[config.mk]
export PLATFORM = sky130hd
export DESIGN_NAME = ocpu_ctrl
export DESIGN_NICKNAME = d
export VERILOG_FILES = /design/src/rtl/ocpu_pkg.sv /design/src/rtl/ocpu_ctrl.sv
export SDC_FILE = /design/constraint.sdc
export NUM_CORES = 1
export LEC_CHECK = 0
export CAP_MARGIN = 0
export CORE_AREA = 8 8 45 47
export CTS_BUF_LIST = sky130_fd_sc_hd__clkbuf_2 sky130_fd_sc_hd__clkbuf_4 sky130_fd_sc_hd__clkbuf_8
export CTS_CLUSTER_SIZE = 28
export DETAILED_ROUTE_END_ITERATION = 7
export DIE_AREA = 0 0 53 55
export DONT_BUFFER_PORTS = 1
export GPL_TIMING_DRIVEN = 1
export PLACE_DENSITY_LB_ADDON = 0.2
export SETUP_SLACK_MARGIN = 0.3
export SLEW_MARGIN = 20
export SYNTH_ARGS = -nofsm -noshare
export SYNTH_HDL_FRONTEND = slang
export SYNTH_SLANG_ARGS = --single-unit
[constraint.sdc]
create_clock -name clk -period 1.6 [get_ports clk]
set_clock_uncertainty 0.2 [all_clocks]
set_input_delay 0.16 -clock clk [delete_from_list [all_inputs] [get_ports clk]]
set_output_delay 0.16 -clock clk [all_outputs]
set_load 0.01 [all_outputs]
[src/rtl/ocpu_pkg.sv]
package ocpu_pkg;

	localparam int CORDIC_ITERATIONS_DEF = 16;
	localparam int ATAN_LEN              = 24;
	localparam int ITER_W                = 5;
	localparam int CFG_W                 = 17;
	localparam int LIN_STEP_W            = 17;
	localparam int ANG_STEP_W            = 14;
	localparam int MUL_STEPS             = 5;

	localparam logic [0:0] REG_LINEAR_STEP = 1'b0;
	localparam logic [0:0] REG_ANGLE_STEP  = 1'b1;

	localparam logic SEL_EL = 1'b0;
	localparam logic SEL_AZ = 1'b1;

	localparam logic [LIN_STEP_W-1:0] LINEAR_STEP_RST = 17'd13107;
	localparam logic [ANG_STEP_W-1:0] ANGLE_STEP_RST  = 14'd1638;
	localparam logic signed [31:0]    RADIUS_RST      = 32'sd655360;

	localparam logic signed [16:0] PI_Q13      = 17'sd25736;
	localparam logic signed [16:0] TWO_PI_Q13  = 17'sd51472;
	localparam logic signed [16:0] HALF_PI_Q13 = 17'sd12868;
	localparam logic signed [32:0] CORDIC_GAIN_Q30 = 33'sd652032874;

	typedef struct packed {
		logic key_up;
		logic key_down;
		logic key_left;
		logic key_right;
		logic key_raise;
		logic key_lower;
		logic key_tilt_up;
		logic key_tilt_down;
		logic key_turn_left;
		logic key_turn_right;
		logic key_closer;
		logic key_farther;
	} in_t;

	typedef struct packed {
		logic signed [31:0] pos_x;
		logic signed [31:0] pos_y;
		logic signed [31:0] pos_z;
	} out_t;

	typedef enum logic [3:0] {
		ST_IDLE,
		ST_EL_INIT,
		ST_EL_RUN,
		ST_EL_SAVE,
		ST_AZ_INIT,
		ST_AZ_RUN,
		ST_AZ_SAVE,
		ST_MUL,
		ST_DONE
	} state_e;

	typedef enum logic [2:0] {
		MSEL_CE_SA,
		MSEL_CE_CA,
		MSEL_SE_R,
		MSEL_TX_R,
		MSEL_TZ_R
	} msel_e;

	typedef struct packed {
		logic  update;
		logic  cor_init;
		logic  cor_sel;
		logic  cor_step;
		logic  cor_save;
		logic  mul_issue;
		msel_e mul_sel;
		logic  wb_en;
		msel_e wb_sel;
		logic  out_load;
	} cmd_t;

	typedef struct packed {
		logic cor_last;
	} sts_t;

	function automatic logic signed [32:0] atan_q30(input logic [ITER_W-1:0] i);
		case (i)
			5'd0:    atan_q30 = 33'sh03243F6A8;
			5'd1:    atan_q30 = 33'sh01DAC6705;
			5'd2:    atan_q30 = 33'sh00FADBAFC;
			5'd3:    atan_q30 = 33'sh007F56EA6;
			5'd4:    atan_q30 = 33'sh003FEAB76;
			5'd5:    atan_q30 = 33'sh001FFD55B;
			5'd6:    atan_q30 = 33'sh000FFFAAA;
			5'd7:    atan_q30 = 33'sh0007FFF55;
			5'd8:    atan_q30 = 33'sh0003FFFEA;
			5'd9:    atan_q30 = 33'sh0001FFFFD;
			5'd10:   atan_q30 = 33'sh0000FFFFF;
			5'd11:   atan_q30 = 33'sh00007FFFF;
			5'd12:   atan_q30 = 33'sh00003FFFF;
			5'd13:   atan_q30 = 33'sh00001FFFF;
			5'd14:   atan_q30 = 33'sh00000FFFF;
			5'd15:   atan_q30 = 33'sh000007FFF;
			5'd16:   atan_q30 = 33'sh000003FFF;
			5'd17:   atan_q30 = 33'sh000001FFF;
			5'd18:   atan_q30 = 33'sh000000FFF;
			5'd19:   atan_q30 = 33'sh0000007FF;
			5'd20:   atan_q30 = 33'sh0000003FF;
			5'd21:   atan_q30 = 33'sh0000001FF;
			5'd22:   atan_q30 = 33'sh0000000FF;
			5'd23:   atan_q30 = 33'sh00000007F;
			default: atan_q30 = 33'sh000000000;
		endcase
	endfunction

endpackage

[src/rtl/ocpu_ctrl.sv]
module ocpu_ctrl (
	input  logic           clk,
	input  logic           arst_n,
	input  logic           in_valid,
	output logic           in_ready,
	output logic           out_valid,
	input  logic           out_ready,
	input  ocpu_pkg::sts_t sts,
	output ocpu_pkg::cmd_t cmd
);

	ocpu_pkg::state_e state_q, state_d;
	logic [2:0] mul_k_q;
	logic       out_valid_q;
	logic       out_free;

	assign out_free = !out_valid_q || out_ready;

	always_comb begin
		state_d = state_q;
		case (state_q)
			ocpu_pkg::ST_IDLE:    if (in_valid) state_d = ocpu_pkg::ST_EL_INIT;
			ocpu_pkg::ST_EL_INIT: state_d = ocpu_pkg::ST_EL_RUN;
			ocpu_pkg::ST_EL_RUN:  if (sts.cor_last) state_d = ocpu_pkg::ST_EL_SAVE;
			ocpu_pkg::ST_EL_SAVE: state_d = ocpu_pkg::ST_AZ_INIT;
			ocpu_pkg::ST_AZ_INIT: state_d = ocpu_pkg::ST_AZ_RUN;
			ocpu_pkg::ST_AZ_RUN:  if (sts.cor_last) state_d = ocpu_pkg::ST_AZ_SAVE;
			ocpu_pkg::ST_AZ_SAVE: state_d = ocpu_pkg::ST_MUL;
			ocpu_pkg::ST_MUL:     if (mul_k_q == 3'(ocpu_pkg::MUL_STEPS)) state_d = ocpu_pkg::ST_DONE;
			ocpu_pkg::ST_DONE:    if (out_free) state_d = ocpu_pkg::ST_IDLE;
			default:              state_d = ocpu_pkg::ST_IDLE;
		endcase
	end

	always_comb begin
		cmd          = '0;
		cmd.mul_sel  = ocpu_pkg::MSEL_CE_SA;
		cmd.wb_sel   = ocpu_pkg::MSEL_CE_SA;
		in_ready     = 1'b0;
		case (state_q)
			ocpu_pkg::ST_IDLE: begin
				in_ready   = 1'b1;
				cmd.update = in_valid;
			end
			ocpu_pkg::ST_EL_INIT: begin
				cmd.cor_init = 1'b1;
				cmd.cor_sel  = ocpu_pkg::SEL_EL;
			end
			ocpu_pkg::ST_EL_RUN: begin
				cmd.cor_step = 1'b1;
				cmd.cor_sel  = ocpu_pkg::SEL_EL;
			end
			ocpu_pkg::ST_EL_SAVE: begin
				cmd.cor_save = 1'b1;
				cmd.cor_sel  = ocpu_pkg::SEL_EL;
			end
			ocpu_pkg::ST_AZ_INIT: begin
				cmd.cor_init = 1'b1;
				cmd.cor_sel  = ocpu_pkg::SEL_AZ;
			end
			ocpu_pkg::ST_AZ_RUN: begin
				cmd.cor_step = 1'b1;
				cmd.cor_sel  = ocpu_pkg::SEL_AZ;
			end
			ocpu_pkg::ST_AZ_SAVE: begin
				cmd.cor_save = 1'b1;
				cmd.cor_sel  = ocpu_pkg::SEL_AZ;
			end
			ocpu_pkg::ST_MUL: begin
				cmd.mul_issue = (mul_k_q < 3'(ocpu_pkg::MUL_STEPS));
				cmd.mul_sel   = ocpu_pkg::msel_e'(mul_k_q);
				cmd.wb_en     = (mul_k_q != 3'd0);
				cmd.wb_sel    = ocpu_pkg::msel_e'(mul_k_q - 3'd1);
			end
			ocpu_pkg::ST_DONE: begin
				cmd.out_load = out_free;
			end
			default: ;
		endcase
	end

	always_ff @(posedge clk or negedge arst_n) begin
		if (!arst_n) begin
			state_q     <= ocpu_pkg::ST_IDLE;
			mul_k_q     <= '0;
			out_valid_q <= 1'b0;
		end else begin
			state_q <= state_d;
			if (state_q == ocpu_pkg::ST_MUL)
				mul_k_q <= mul_k_q + 3'd1;
			else
				mul_k_q <= '0;
			if (cmd.out_load)
				out_valid_q <= 1'b1;
			else if (out_ready)
				out_valid_q <= 1'b0;
		end
	end

	assign out_valid = out_valid_q;

`ifndef SYNTHESIS
	a_load_free: assert property (@(posedge clk) disable iff (!arst_n)
		cmd.out_load |-> (!out_valid_q || out_ready))
		else $error("result loaded over a pending transaction");
	a_accept_start: assert property (@(posedge clk) disable iff (!arst_n)
		(in_valid && in_ready) |=> (state_q == ocpu_pkg::ST_EL_INIT))
		else $error("accepted transaction did not start the elevation rotation");
	a_mul_bound: assert property (@(posedge clk) disable iff (!arst_n)
		(state_q == ocpu_pkg::ST_MUL) |-> (mul_k_q <= 3'(ocpu_pkg::MUL_STEPS)))
		else $error("multiply step counter overran");
	a_valid_src: assert property (@(posedge clk) disable iff (!arst_n)
		$rose(out_valid_q) |-> $past(state_q == ocpu_pkg::ST_DONE))
		else $error("result raised outside the done state");
`endif

endmodule
==> summary.txt, run 1 <==
Yosys
  – Largest family of logic cells by synthesized area: simple AND/OR/NAND/NOR gates
  – Top_reg_cell synth: dfrtp_1
  – Ys Warns: 0
  – Post-Synth XOR/XNOR Area: between 6 and 7%
  – Synth Area in Adders: just under 9%
  – Complex-gate fraction of the synthesized area: 10.9%
  – EDFF count, synth: 0
  – Post-synthesis cell count: 62
  – Register area share after synthesis: 34.9%
  – Syn Nets: 71
  – Post-synthesis cell area: 573 um^2
  – Avg Inst Size Synth: 9.24 um^2
  – Post-synthesis simple-gate area fraction: 29.0%
  – Synth cell types: 27
  – Ys async rst share: 100%
  – Seq cells post-synth: 8
  – Mux cell area share after synthesis: 2.62%

Timing
  – Crit path time final: 1.70 ns
  – Slew headroom: between 70% and 80%
  – Final hold violation count: 1
  – Total negative slack: -0.387 ns
  – Fin Hold WS: -0.0616 ns
  – Final setup viols: 10
  – Fin crit share: 106%
  – Worst Tran Pin Value: 0.359 ns
  – Final-report max-slew violation count: 0
  – Worst setup slack after layout: -0.0975 ns
  – RSZ-0062 raised after global routing: true
  – Fmax: 589 MHz

Pwr
  – Worst IR drop on VDD: 1.08 mV
  – Pint: about 1100 uW
  – Switching part of the total: 44.4%
  – Sequential share of power: 19.2%
  – Leakage power: 0.000403 uW
  – Gate power share: around 73%
  – Power per cell area: approximately 2000 mW/mm^2
  – Clock share of power: 7.8%
  – Switch Pwr: about 850 uW

Final layout
  – Final #Nets: 90
  – Antenna Cells: 0
  – Share of cells above drive strength 1: 65.8%
  – P&R area growth vs syn: 67.9%

Worst setup path
  – Crit Path Max Fanout: 5
  – Worst path top cell family by delay: flip-flops
  – WP data arrival: around 1.3 ns
  – Worst Setup SP: state_q[2]
  – Slowest CP cell: dfrtp_1
  – Crit. End Element: output port
  – Reg2Reg Setup Slack: -0.09 ns
  – WP depth: 4
  – Crit path kind: reg -> out
  – Crit path launch type: flip-flop
  – Reg2Reg Launch Point: state_q[1]
  – Required @ worst endpoint: 1.24 ns
  – RR Endpoint: state_q[0]
  – Reg2Reg Depth: 5
  – Crit path cell chain: buf_4, xnor2_4, nor3b_2, buf_4
  – Slowest cell delay on critical path: 0.41 ns
  – Most used cell, CP: buf_4
  – Critical path capture point: cmd[9]
  – WP buf/inv: 2

Clock tree
  – CTS Buf Count: 3
  – Total clock sinks: 8
  – Hold buffers post-CTS: 1
  – CTS tree: built
  – CTS max path bufs: 2
  – CTS H-tree lvls: 1
  – Insertion delay to the later sink of the worst-skew pair: 0.24 ns
  – Root Driver: clkbuf_4
  – Clock transition at the registers of the reported paths: around 0.050 ns

Placement
  – Pre-CTS WS: -0.0980 ns
  – IO buf count: 0
  – Final GP Congestion: 0.759
  – Post-detail-place hpwl: 923 um

Global route
  – Total GRT Usage: 10.1%
  – Total global routing overflow: 0
  – First-pass GRT wire length: 2.27 mm
  – Largest net degree at the start of global routing: 10
  – Initial antenna violation count: 0
  – Vias in the first global route: 498

Die
  – Die W: 53 um
  – Die ar.: 0.00292 mm^2
  – Die Y: ~55 um
  – Area of the core: 0.00138 mm^2
  – Starting Density: 41.4%
  – Row count: 14
  – IO Pins: 21

Status
  – Failing checks: hold timing, setup timing
  – Outcome: finished, violations left

Routing
  – Post-route ant nets: 0
  – Total Wirelength: 1.48 mm
  – Residual DRC count: 0
  – Drt via density: 5.20
  – Routed len/inst: around 16 um
  – First-iteration detailed-routing DRC count: 1
  – Via count: roughly 500
  – Drt pass-1 iters: 4

Hold path
  – HP Class: in -> reg

Flow run
  – Max Cap Viol: 0
==> through the flow <==
step           std cells  util (%)  power [uW]  cell area [um^2]
2_1_floorplan         62         -         994               596
3_3_place_gp          87      48.3        1200               668
3_5_place_dp          87      48.3        1210               668
4_1_cts               93      61.8        1730               856
5_1_grt               95      69.5        2060               962
6_report              95      69.5        1920               962
==> worst min path at each step <==
stage | startpoint | endpoint | slack (ns) | cells past startpoint
2_1_floorplan | arst_n | mul_k_q[0] | -0.34 | 0
5_1_grt | out_ready | out_valid | -0.05 | 2
6_report | out_ready | out_valid | -0.06 | 2
3_3_place_gp | arst_n | mul_k_q[0] | -0.34 | 0
4_1_cts | out_ready | out_valid | -0.08 | 2
3_5_place_dp | arst_n | mul_k_q[0] | -0.34 | 0
==> logic make-up (layout without fill, tap and decap cells) <==
family / count (synthesis) / count (layout)
AND/OR/NAND/NOR: 28 / 28
AO/OA/AOI/OAI: 9 / 9
flip-flops: 8 / 8
buffers and inverters: 8 / 25
adder cells (fa/ha/maj): 4 / 4
XOR/XNOR: 4 / 4
multiplexers: 1 / 1
==> state kept, by name, summed over array words and instances, names as in the netlist <==
| name | cells |
|---|---|
| state_q | 4 |
| mul_k_q | 3 |
| out_valid | 1 |
==> timing repair <==
item                       CTS  global route
hold endpoints to repair     9             1
setup buffers                2             2
gates resized for setup     35            18
pin swaps                   11             3
setup endpoints to repair   20            23
==> metal layers <==
| layer | vias up | track usage, % | share of wire [%] |
|---|---|---|---|
| met5 | - | 0 | 0 |
| met4 | 0 | 3.88 | 0.54 |
| met3 | 2 | 2.94 | 4.8 |
| met2 | 7 | 18.9 | 57 |
| met1 | 242 | 10.4 | 37 |
| li1 | 243 | - | - |
==> synthesized netlist by cell type, types with 2 or more instances <==
library cell	count	area, um^2
nand2_1	3	11.3
nor3_1	2	10.0
a21oi_1	3	15.0
inv_1	4	15.0
buf_2	2	10.0
ha_1	4	50.1
nor2_1	12	45.0
xnor2_1	3	26.3
dfrtp_1	8	200
and2_1	2	12.5
nand2b_1	3	18.8
==> power by group through the flow <==
| stage | clock network (uW) | logic (uW) | registers [uW] |
|---|---|---|---|
| finish | 149 | 1400 | 369 |
| floorplan | 0 | 679 | 314 |
| CTS | 153 | 1210 | 368 |
| global route | 162 | 1510 | 382 |
| detailed placement | 0 | 860 | 346 |
| global placement | 0 | 856 | 345 |
==> placed cells by master (no fill, tap or decap), types with 2 or more instances in the layout <==
| master | synthesis | routed |
|---|---|---|
| nor2_1 | 12 | 4 |
| inv_4 | 0 | 2 |
| buf_6 | 1 | 5 |
| nand2b_1 | 3 | 2 |
| ha_4 | 0 | 2 |
| clkbuf_4 | 0 | 3 |
| dfrtp_2 | 0 | 3 |
| nand2_1 | 3 | 2 |
| nor3_4 | 0 | 2 |
| dfrtp_1 | 8 | 5 |
| inv_1 | 4 | 2 |
| nor2_4 | 0 | 8 |
| buf_4 | 1 | 11 |
| a21oi_4 | 0 | 2 |
==> final cells by class <==
class,instances,area (um^2)
sequential,8,204
fill,103,422
clock buffer,3,22.5
timing repair buffer,18,164
tap,16,20.0
inverter,4,20.0
multi-input combinational,46,532
Power figures use the tool's default switching activity.
==> run 2, diff against run 1 <==
CORE_AREA = not set   (was 8 8 45 47)
CORE_MARGIN = 8   (was not set)
CORE_UTILIZATION = 37   (was not set)
DIE_AREA = not set   (was 0 0 53 55)
HOLD_SLACK_MARGIN = 0.1   (was not set)
==> run 2 against run 1 <==
Net effect:
- the flow still finishes with violations (hold timing, setup timing)
- routed wire length is 18% higher
- largest power group unchanged
- global-route usage up 0.081 points
- utilization up 2.5 points
- sequential cell count unchanged
- fmax shrank 1.8%
- power grew 12%
- critical path type unchanged
==> summary.txt, run 2 (same netlist as run 1, synthesis figures left out) <==
Global route
  – Initial antenna violation count: 0 (unchanged)
  – Largest net degree at the start of global routing: 10 (unchanged)
  – Total GRT Usage: 10.2% (+0.081 points)
  – First-pass GRT wire length: 2.62 mm (+16%)
  – Total global routing overflow: 0 (unchanged)
  – Vias in the first global route: 596 (+20%)

Status
  – Outcome: finished, violations left
  – Failing checks: hold timing, setup timing

Clock tree
  – Root Driver: clkbuf_4
  – Clock transition at the registers of the reported paths: 0.05 ns (about the same)
  – CTS max path bufs: 2 (unchanged)
  – Hold buffers post-CTS: 1 (unchanged)
  – CTS H-tree lvls: 1 (unchanged)
  – Insertion delay to the later sink of the worst-skew pair: 0.25 ns (about the same)
  – CTS tree: built
  – Total clock sinks: 8 (unchanged)
  – CTS Buf Count: 3 (unchanged)

Final layout
  – Number of fill cells: 109 (+5.8%)
  – Reg area: 204 um^2 (unchanged)
  – P&R area growth vs syn: 84.9%
  – Top reg by flops: state_q
  – Post-Layout Cell Count: 101 (+6.3%)
  – Multi-input logic area: 557 um^2 (+4.7%)
  – Leading cell types in the layout, fill and taps excluded: buf_4 (12), buf_6 (9), nor2_4 (8)
  – Final #Nets: 96 (+6.7%)
  – Fin util: 72.0% (+2.5 points)
  – Share of cells above drive strength 1: 72.9% (+7.1 points)
  – Max FFs per register: 4 (unchanged)
  – Commonest non-fill, non-tap cell in the layout: buf_4
  – Antenna Cells: 0 (unchanged)

Hold path
  – Hold_sp: out_ready
  – HP Class: in -> reg
  – Hold endpoint: out_valid
  – Hold-critical path depth: 2 (unchanged)

Routing
  – Drt pass-1 iters: 4 (unchanged)
  – First-iteration detailed-routing DRC count: 4 (+3)
  – Routed len/inst: 17.3 um (+11%)
  – Total Wirelength: 1.75 mm (+18%)
  – Residual DRC count: 0 (unchanged)
  – Drt via density: 5.32 (+2.2%)
  – Post-route ant nets: 0 (unchanged)
  – Via count: 537 (+8.7%)

Pwr
  – Switch Pwr: 925 uW (+8.3%)
  – Sequential share of power: 16.9% (-2.3 points)
  – Gate power share: 75.9% (+2.9 points)
  – Worst IR drop on VDD: 1.25 mV (+16%)
  – Power per cell area: 2020 mW/mm^2 (+1.4%)
  – Leakage power: 0.000456 uW (+13%)
  – Clock share of power: 7.1% (-0.7 points)
  – Switching part of the total: 43.1% (-1.3 points)
  – Pint: 1220 uW (+14%)

Timing
  – Total negative slack: -0.599 ns (-0.212 ns)
  – Final-report max-slew violation count: 0 (unchanged)
  – Worst Tran Pin Value: 0.372 ns (+0.0125 ns)
  – Fin Hold WS: -0.0157 ns (+0.0459 ns)
  – RSZ-0062 raised after global routing: true
  – Fmax: 579 MHz (-1.8%)
  – Crit path time final: 1.73 ns (+0.0308 ns)
  – Final setup viols: 12 (+2)
  – Fin crit share: 108% (+1.9 points)
  – Worst setup slack after layout: -0.128 ns (-0.0308 ns)
  – Slew headroom: 75.1% (-0.84 points)
  – Final hold violation count: 1 (unchanged)

Worst setup path
  – RR Endpoint: state_q[0]
  – Crit path cell chain: buf_6, buf_6, nor3_4, and3_4
  – Reg2Reg Setup Slack: -0.12 ns (-0.03 ns)
  – Most used cell, CP: buf_6
  – Required @ worst endpoint: 1.24 ns (about the same)
  – Slowest CP cell: dfrtp_1
  – Worst Setup SP: state_q[2]
  – Reg2Reg Launch Point: state_q[0]
  – Slowest cell delay on critical path: 0.41 ns (about the same)
  – Crit path launch type: flip-flop
  – Crit. End Element: output port
  – WP data arrival: 1.37 ns (+0.03 ns)
  – Crit Path Max Fanout: 5 (unchanged)
  – Crit path kind: reg -> out
  – Worst path top cell family by delay: simple AND/OR/NAND/NOR gates
  – WP buf/inv: 2 (unchanged)
  – Reg2Reg Depth: 5 (unchanged)

Die
  – Starting Density: 38.9% (-2.5 points)
  – Die W: 55.4 um (+4.4%)
  – Area of the core: 0.00147 mm^2 (+6.3%)
  – Die Y: 55.4 um (+0.65%)
  – Row count: 14 (unchanged)
  – Die ar.: 0.00306 mm^2 (+5.1%)
  – IO Pins: 21 (unchanged)

Placement
  – Final GP Congestion: 0.766 (+0.96%)
  – Post-detail-place hpwl: 1.01 mm (+9.7%)
  – IO buf count: 0 (unchanged)
  – Pre-CTS WS: -0.0821 ns (+0.0159 ns)
  – Inst Count DP: 88 (+1.1%)

Flow run
  – Max Cap Viol: 0 (unchanged)
## run 2: power groups by stage
stage | clock network, uW | logic [uW] | registers (uW)
after global placement | 0 | 892 | 343
after floorplan | 0 | 679 | 314
after global routing | 166 | 1740 | 370
after CTS | 154 | 1350 | 357
final | 153 | 1630 | 363
after detailed placement | 0 | 901 | 347
## run 2: worst max-delay path by stage
stage / end / slack (ns) / depth (start not counted)
after floorplan: state_q[0] / -0.10 / 5
after global placement: state_q[0] / -0.07 / 4
after detailed placement: state_q[0] / -0.08 / 4
after CTS: cmd[0] / -0.12 / 4
after global routing: cmd[0] / -0.19 / 4
final: cmd[0] / -0.13 / 4
## run 2: cell type report
type                    instances  area share, %
well taps                      16           1.89
multi-input cells              46           52.5
clock buffers                   3           2.13
flip-flops and latches          8           19.2
repair buffers                 24           22.3
inverters                       4           1.89
## run 2: layer usage
metal	vias up	GRT usage, %	share of wire (%)
li1	254	-	-
met1	254	10.5	39
met2	23	18.8	54
met3	6	2.05	5.2
met4	0	5.28	1.4
met5	-	0	0
## run 2: through the flow
stage	total power (uW)	cell area (um^2)
floorplan	994	596
global placement	1240	676
detailed placement	1250	676
CTS	1860	952
global route	2270	1060
finish	2140	1060
## run 2: what timing repair did
action                                  4_1_cts  5_1_grt
resized for setup                            49       16
pin swaps                                     7       13
endpoints found under the setup margin       20       23
cloned                                        0        0
endpoints found under the hold margin        11       10
setup buffers                                 6        3
